File: src/rtl/core/drfp_pkg.sv
`default_nettype none

package drfp_pkg;

  // Reply codes and framing constants of the display link.
  localparam logic [7:0] CODE_NUMBER = 8'h71;
  localparam logic [7:0] CODE_STRING = 8'h70;
  localparam logic [7:0] TERM_BYTE   = 8'hFF;
  localparam logic [2:0] NUM_BYTES   = 3'd4;
  localparam logic [2:0] TERM_LEN    = 3'd3;
  localparam logic [1:0] RUN_LEN     = 2'd3;

  // Result kinds.
  localparam logic KIND_CHAR  = 1'b0;
  localparam logic KIND_FRAME = 1'b1;

  typedef struct packed {
    logic        result_kind;
    logic [7:0]  string_char;
    logic [7:0]  reply_code;
    logic [31:0] number_value;
    logic        frame_status;
  } drfp_result_t;

endpackage

`default_nettype wire

File: src/rtl/core/display_response_frame_parser.sv
`default_nettype none

// A byte accepted into the input register is parsed once the result register is
// free, and its result transaction, if any, is then registered onto the out_ ports.
// Throughput: one byte per cycle, set by the single parse stage between the
// input register and the result register; out_stall back-pressures in_stall.
// Reset (rst_n low, synchronous): parser waits for a code byte, both registers empty.

module display_response_frame_parser (
  input  wire         clk,
  input  wire         rst_n,
  input  wire         in_valid,
  output logic        in_stall,
  input  wire  [7:0]  in_rx_byte,
  output logic        out_valid,
  input  wire         out_stall,
  output logic        out_result_kind,
  output logic [7:0]  out_string_char,
  output logic [7:0]  out_reply_code,
  output logic [31:0] out_number_value,
  output logic        out_frame_status
);
  import drfp_pkg::*;

  // Input register. It holds one received byte until the parser takes it.
  logic       s1_valid_r;
  logic [7:0] s1_byte_r;

  logic         out_free;
  logic         step;
  logic         res_valid;
  drfp_result_t res;
  drfp_result_t out_res;

  // The parser consumes the held byte whenever the result register can take
  // whatever that byte produces. A byte that yields no result still needs the
  // result register to be free so that ordering is kept simple.
  assign step     = s1_valid_r && out_free;
  assign in_stall = s1_valid_r && !out_free;

  always_ff @(posedge clk) begin
    if (!rst_n) begin
      s1_valid_r <= 1'b0;
    end else if (in_valid && !in_stall) begin
      s1_valid_r <= 1'b1;
    end else if (step) begin
      s1_valid_r <= 1'b0;
    end
  end

  always_ff @(posedge clk) begin
    if (in_valid && !in_stall) begin
      s1_byte_r <= in_rx_byte;
    end
  end

  // Frame state machine: code, number bytes, terminator bytes, string bytes.
  drfp_parse u_parse (
    .clk       (clk),
    .rst_n     (rst_n),
    .step      (step),
    .rx_byte   (s1_byte_r),
    .res_valid (res_valid),
    .res       (res)
  );

  // Result register. It presents each result transaction until it is taken.
  drfp_out_stage u_out (
    .clk       (clk),
    .rst_n     (rst_n),
    .load      (res_valid),
    .res       (res),
    .out_stall (out_stall),
    .out_free  (out_free),
    .out_valid (out_valid),
    .out_res   (out_res)
  );

  assign out_result_kind  = out_res.result_kind;
  assign out_string_char  = out_res.string_char;
  assign out_reply_code   = out_res.reply_code;
  assign out_number_value = out_res.number_value;
  assign out_frame_status = out_res.frame_status;

endmodule

`default_nettype wire

File: src/rtl/core/drfp_parse.sv
`default_nettype none

module drfp_parse (
  input  wire                   clk,
  input  wire                   rst_n,
  input  wire                   step,
  input  wire  [7:0]            rx_byte,
  output logic                  res_valid,
  output drfp_pkg::drfp_result_t res
);
  import drfp_pkg::*;

  typedef enum logic [1:0] {
    PH_CODE   = 2'd0,
    PH_NUMBER = 2'd1,
    PH_TERM   = 2'd2,
    PH_STRING = 2'd3
  } phase_t;

  phase_t      phase_r,     phase_nxt;
  logic [7:0]  held_code_r, held_code_nxt;
  logic [2:0]  byte_count_r, byte_count_nxt;
  logic [31:0] number_accum_r, number_accum_nxt;
  logic [7:0]  term_and_r,  term_and_nxt;
  logic [1:0]  ff_run_r,    ff_run_nxt;

  logic [2:0]  count_inc;
  logic [1:0]  run_inc;
  logic [7:0]  term_and_new;

  assign count_inc    = byte_count_r + 3'd1;
  assign run_inc      = ff_run_r + 2'd1;
  assign term_and_new = term_and_r & rx_byte;

  always_comb begin
    phase_nxt        = phase_r;
    held_code_nxt    = held_code_r;
    byte_count_nxt   = byte_count_r;
    number_accum_nxt = number_accum_r;
    term_and_nxt     = term_and_r;
    ff_run_nxt       = ff_run_r;
    res_valid        = 1'b0;
    res              = '0;

    unique case (phase_r)
      PH_CODE: begin
        held_code_nxt    = rx_byte;
        byte_count_nxt   = '0;
        number_accum_nxt = '0;
        term_and_nxt     = TERM_BYTE;
        ff_run_nxt       = '0;
        if (rx_byte == CODE_NUMBER) begin
          phase_nxt = PH_NUMBER;
        end else if (rx_byte == CODE_STRING) begin
          phase_nxt = PH_STRING;
        end else begin
          phase_nxt = PH_TERM;
        end
      end
      PH_NUMBER: begin
        // Little-endian: byte k lands at bit 8*k.
        number_accum_nxt = number_accum_r |
                           (32'(rx_byte) << {byte_count_r[1:0], 3'b000});
        if (count_inc >= NUM_BYTES) begin
          byte_count_nxt = '0;
          phase_nxt      = PH_TERM;
        end else begin
          byte_count_nxt = count_inc;
        end
      end
      PH_TERM: begin
        if (count_inc >= TERM_LEN) begin
          res_valid        = 1'b1;
          res.result_kind  = KIND_FRAME;
          res.reply_code   = held_code_r;
          res.number_value = (held_code_r == CODE_NUMBER) ? number_accum_r : '0;
          res.frame_status = (term_and_new != TERM_BYTE);
          phase_nxt        = PH_CODE;
          byte_count_nxt   = '0;
          number_accum_nxt = '0;
          term_and_nxt     = TERM_BYTE;
        end else begin
          byte_count_nxt = count_inc;
          term_and_nxt   = term_and_new;
        end
      end
      PH_STRING: begin
        if (rx_byte != TERM_BYTE) begin
          // A short run of 0xFF before this byte is dropped.
          ff_run_nxt      = '0;
          res_valid       = 1'b1;
          res.result_kind = KIND_CHAR;
          res.string_char = rx_byte;
        end else if (run_inc == RUN_LEN) begin
          ff_run_nxt      = '0;
          phase_nxt       = PH_CODE;
          res_valid       = 1'b1;
          res.result_kind = KIND_FRAME;
          res.reply_code  = held_code_r;
        end else begin
          ff_run_nxt = run_inc;
        end
      end
      default: begin
        phase_nxt = PH_CODE;
      end
    endcase

    if (!step) begin
      res_valid = 1'b0;
    end
  end

  always_ff @(posedge clk) begin
    if (!rst_n) begin
      phase_r        <= PH_CODE;
      held_code_r    <= '0;
      byte_count_r   <= '0;
      number_accum_r <= '0;
      term_and_r     <= TERM_BYTE;
      ff_run_r       <= '0;
    end else if (step) begin
      phase_r        <= phase_nxt;
      held_code_r    <= held_code_nxt;
      byte_count_r   <= byte_count_nxt;
      number_accum_r <= number_accum_nxt;
      term_and_r     <= term_and_nxt;
      ff_run_r       <= ff_run_nxt;
    end
  end

`ifndef SYNTHESIS
  a_res_needs_step: assert property (@(posedge clk) disable iff (!rst_n)
    res_valid |-> step)
    else $error("result produced without a byte being processed");

  a_frame_returns_to_code: assert property (@(posedge clk) disable iff (!rst_n)
    (res_valid && res.result_kind == KIND_FRAME) |=> (phase_r == PH_CODE))
    else $error("parser did not return to code phase after frame end");

  a_char_fields_zero: assert property (@(posedge clk) disable iff (!rst_n)
    (res_valid && res.result_kind == KIND_CHAR) |->
      (res.reply_code == 8'h00 && res.number_value == 32'h0 && !res.frame_status))
    else $error("character result carries frame fields");

  a_number_count_range: assert property (@(posedge clk) disable iff (!rst_n)
    (phase_r == PH_NUMBER) |-> (byte_count_r < NUM_BYTES))
    else $error("number byte count out of range");

  a_term_count_range: assert property (@(posedge clk) disable iff (!rst_n)
    (phase_r == PH_TERM) |-> (byte_count_r < TERM_LEN))
    else $error("terminator byte count out of range");
`endif

endmodule

`default_nettype wire

File: src/rtl/core/drfp_out_stage.sv
`default_nettype none

module drfp_out_stage (
  input  wire                    clk,
  input  wire                    rst_n,
  input  wire                    load,
  input  wire drfp_pkg::drfp_result_t res,
  input  wire                    out_stall,
  output logic                   out_free,
  output logic                   out_valid,
  output drfp_pkg::drfp_result_t out_res
);
  import drfp_pkg::*;

  logic         valid_r;
  drfp_result_t res_r;

  // The register can take a new result when empty or being drained.
  assign out_free  = !valid_r || !out_stall;
  assign out_valid = valid_r;
  assign out_res   = res_r;

  always_ff @(posedge clk) begin
    if (!rst_n) begin
      valid_r <= 1'b0;
    end else if (out_free) begin
      valid_r <= load;
    end
  end

  always_ff @(posedge clk) begin
    if (out_free && load) begin
      res_r <= res;
    end
  end

endmodule

`default_nettype wire

File: config.mk
export PLATFORM = sky130hd
export DESIGN_NAME = display_response_frame_parser
export DESIGN_NICKNAME = d
export VERILOG_FILES = /design/src/rtl/core/drfp_pkg.sv /design/src/rtl/core/display_response_frame_parser.sv /design/src/rtl/core/drfp_parse.sv /design/src/rtl/core/drfp_out_stage.sv
export SDC_FILE = /design/constraint.sdc
export NUM_CORES = 1
export LEC_CHECK = 0
export CORE_ASPECT_RATIO = 0.75
export CORE_MARGIN = 2
export CORE_UTILIZATION = 50
export DETAILED_ROUTE_END_ITERATION = 8
export DONT_BUFFER_PORTS = 1
export GPL_ROUTABILITY_DRIVEN = 0
export PLACE_DENSITY = 0.63
export SLEW_MARGIN = 20
export SYNTH_ARGS = -nofsm -noshare
export SYNTH_HDL_FRONTEND = slang
export SYNTH_SLANG_ARGS = --single-unit
File: constraint.sdc
create_clock -name clk -period 6.04 [get_ports clk]
set_input_delay 1.812 -clock clk [delete_from_list [all_inputs] [get_ports clk]]
set_output_delay 1.812 -clock clk [all_outputs]
set_load 0.02 [all_outputs]
==> flow_summary.yaml <==
die:
  placement_rows: 30
  initial_utilization: 0.508
  core-area_sq_um: 8930
  height_of_the_die_um: 86.5
  floorplan.die.width_um: 114
  dieArea_sq_um: 9860
  num_io_pins: 64
synthesis:
  synthDistinctLibCells: 43
  top_reg_cell_synth: "sky130_fd_sc_hd__edfxtp_1"
  post_synth.cell_area_avg_sq_um: 11.5
  yosysWarnings: 0
  yosys_register_bits: 115
  synth_top_cell_area_share: 0.384
  post_synth_main_area_contributors: "sky130_fd_sc_hd__edfxtp_1 38%, sky130_fd_sc_hd__dfxtp_1 25%, sky130_fd_sc_hd__and2_1 5.1%"
  syn-instance-count: 393
  netlist_area_sq_um: 4540
  synth.yosys.seq_area_share: 0.635
  post_synth_edffs: 58
  synth.net_count: 411
  ys_async_rst_share: 0
  synth_largest_area_cell: "sky130_fd_sc_hd__edfxtp_1"
clock_tree:
  cts_made_buffers: 17
  cts_num_sinks: 115
  cts_htree_levels: 4
  cts_repair_resize_count: 0
  clk_transition_reported_paths_ns: 0.05
  cts-hold-fix-buffers: 0
  cts_root_buffer: "sky130_fd_sc_hd__clkbuf_16"
  cts_tree: "built"
  post_cts.repair.setup_buffers: 0
  clockBufferDepth: 2
  clk_latency_ns: 0.40
route:
  drt-vias-per-instance: 5.62
  num_vias: 2921
  wl_per_cell_um: 17.1
  route.antenna.remaining_nets: 0
  detailed_router_iteration_count_before_antenna_repair: 4
  drt_wl_total_um: 8900
  detail_route.drc_violations: 0
  detail_route.iter0.violations: 168
power_and_ir_drop:
  cellLeakagePower_uw: 0.00184
  power.share.clock: 0.490
  p_sw_frac: 0.207
  net-switching-power_uw: 370
  pwr_density_cell_nw_per_um2: 346
  combPwrFrac: 0.035
  cell_internal_pwr_uw: 1420
  vdd_ir_drop_max_uv: 206
  seq_power_share: 0.476
setup_path:
  critical-path-top-delay-family: "simple AND/OR/NAND/NOR gates"
  cp_slowest_stage_delay_ns: 0.29
  critical_path_buf_inv_count: 0
  r2r_cell_count: 6
  critical_path_peak_fanout: 5
  critPathKind: "in2out"
  register_to_register_path_setup_slack_ns: 2.68
  r2r_start: "u_parse.byte_count_r[0]"
  crit_path_cell_trace: "and3_1"
  reg2reg_to: "u_out.out_res[0]"
  setup.worst_path.start_class: "primary input"
  critical_path_cell_count: 1
  slowest_stage: "sky130_fd_sc_hd__and3_1"
  timing.critical_path.arrival_ns: 2.10
  critical_path_required_ns: 4.23
  end_kind: "primary output"
timing:
  relSlewSlack: 0.332
  timing_max_transition_violations_final: 0
  rsz0062_at_grt: "no"
  tightest_slew_ns: 0.989
  setup_viol_count_final: 0
  hold_violations: 0
  final.min_clock_period_ns: 3.92
  period_share: 0.648
  holdWs_ns: 0.460
  maximum_frequency_from_static_timing_analysis_mhz: 255
  timing.setup.tns_ns: 0
  worst_clock_skew_ns: 0.00686
outcome:
  status: "complete, no violations"
final_layout:
  multi_input_area_sq_um: 1560
  drive_above_1_share: 0.113
  final_core_utilization: 0.579
  diodes: 0
  design.final.nets: 414
  areaGrowthSynthToFinish_pct: 13.9
  area.sequential_sq_um: 2880
  layout_fillers: 788
grt:
  grt_antenna_before_repair: 0
  global_route.overflow_total: 0
  tot_gr_track_use: 0.196
  grt_start_max_net_pins: 34
  global_route_wire_length_before_repair_um: 14200
  vias_in_the_first_global_route: 2736
min_path:
  worst_hold_path.num_cells: 2
  hold_path_class: "reg2reg"
  worst_hold_startpoint: "u_parse.number_accum_r[31]"
  hold-path-endpoint: "u_parse.number_accum_r[31]"
job:
  drv.max_cap_violation_count: 0
place:
  placement.io_buffers: 0
  place.detailed.hpwl_um: 5520
## flip-flops by register name, indices dropped and copies added (netlist names)
signal and cells:
u_parse.phase_r 2, u_out.out_valid 1, s1_byte_r 8, s1_valid_r 1, u_parse.ff_run_r 2, u_parse.held_code_r 8
u_out.out_res 50, u_parse.number_accum_r 32, u_parse.byte_count_r 3, u_parse.term_and_r 8
## synthesized netlist by cell type, types with 2 or more instances
cell / number
sky130_fd_sc_hd__a21boi_1: 2
sky130_fd_sc_hd__a21oi_1: 15
sky130_fd_sc_hd__a311oi_1: 2
sky130_fd_sc_hd__a31oi_1: 17
sky130_fd_sc_hd__a41oi_1: 15
sky130_fd_sc_hd__and2_1: 37
sky130_fd_sc_hd__and2_2: 5
sky130_fd_sc_hd__and3_1: 18
sky130_fd_sc_hd__and3_2: 2
sky130_fd_sc_hd__buf_2: 8
sky130_fd_sc_hd__clkbuf_1: 12
sky130_fd_sc_hd__dfxtp_1: 57
sky130_fd_sc_hd__edfxtp_1: 58
sky130_fd_sc_hd__ha_1: 6
sky130_fd_sc_hd__inv_1: 9
sky130_fd_sc_hd__nand2_1: 22
sky130_fd_sc_hd__nand3_1: 11
sky130_fd_sc_hd__nand4_1: 3
sky130_fd_sc_hd__nand4b_1: 2
sky130_fd_sc_hd__nor2_1: 41
sky130_fd_sc_hd__nor2b_1: 18
sky130_fd_sc_hd__nor3_1: 2
sky130_fd_sc_hd__o21ai_0: 10
sky130_fd_sc_hd__o21ai_1: 2
## final cells by class
cell class,instances,share of cell area
Clock buffer,24,0.0893
Tap cell,112,0.0271
Timing Repair Buffer,4,0.00726
Clock inverter,7,0.0114
Multi-Input combinational cell,249,0.301
Sequential cell,115,0.558
Inverter,9,0.00653
## cell families after synthesis
family / after synthesis / share of synthesized area
and+or+nand+nor: 169 / 0.206
DFF: 115 / 0.635
AOI/OAI and AO/OA: 71 / 0.109
buffers and inverters: 29 / 0.0262
adders and majority gates: 6 / 0.0165
muxes: 2 / 0.00469
xor gates and xnor gates: 1 / 0.00193
## metrics by stage
step,setup WS [ns],area [sq um],std cells,total power [uW]
2_1_floorplan,1.06,4540,393,903
3_3_place_gp,1.94,4630,488,922
3_5_place_dp,1.86,4630,488,924
4_1_cts,2.12,5150,519,1800
5_1_grt,2.12,5170,520,1850
6_report,2.12,5170,520,1790
## routing by layer
metal  routed length, um  global-route usage  up-vias
met5                   0                   0        -
met4                  89              0.0765        0
met3                 551              0.0776       10
met2                4020               0.292       85
met1                4240               0.261     1395
li1                    -                   -     1431
## placed cells by master, fill, tap and decap left out, types with 2 or more instances in the layout
master,count
sky130_fd_sc_hd__inv_1,9
sky130_fd_sc_hd__nand3_2,2
sky130_fd_sc_hd__nand2_1,22
sky130_fd_sc_hd__a21oi_1,14
sky130_fd_sc_hd__clkinv_2,5
sky130_fd_sc_hd__nand4b_1,2
sky130_fd_sc_hd__and3_2,2
sky130_fd_sc_hd__edfxtp_1,58
sky130_fd_sc_hd__buf_4,3
sky130_fd_sc_hd__o21ai_1,2
sky130_fd_sc_hd__nor3_1,2
sky130_fd_sc_hd__clkbuf_1,6
sky130_fd_sc_hd__nand4_1,3
sky130_fd_sc_hd__a41oi_1,15
sky130_fd_sc_hd__and2_1,37
sky130_fd_sc_hd__nand3_1,10
sky130_fd_sc_hd__dfxtp_1,57
sky130_fd_sc_hd__nor2b_1,18
sky130_fd_sc_hd__a311oi_1,2
sky130_fd_sc_hd__and2_2,5
sky130_fd_sc_hd__clkbuf_16,17
sky130_fd_sc_hd__nor2_1,40
sky130_fd_sc_hd__ha_1,6
sky130_fd_sc_hd__and3_1,18
sky130_fd_sc_hd__o21ai_0,10
sky130_fd_sc_hd__a21boi_1,2
sky130_fd_sc_hd__a31oi_1,17
## power by group through the flow
| stage | Sequential [uW] | Combinational [uW] | Clock (uW) |
|---|---|---|---|
| after floorplan | 854 | 49.3 | 0 |
| after global placement | 864 | 58.5 | 0 |
| after detailed placement | 864 | 59.7 | 0 |
| after CTS | 849 | 60.0 | 891 |
| after global routing | 851 | 70.5 | 929 |
| final | 850 | 62.0 | 875 |
## how the worst max path moves through the flow
stage / startpoint / to / slack [ns]
floorplan: out_stall / u_out.out_res[0] / 1.06
global route: out_stall / in_stall / 2.12
CTS: out_stall / in_stall / 2.12
global placement: out_stall / u_parse.number_accum_r[15] / 1.94
finish: out_stall / in_stall / 2.12
detailed placement: out_stall / u_parse.number_accum_r[13] / 1.86
Power figures use the tool's default switching activity.
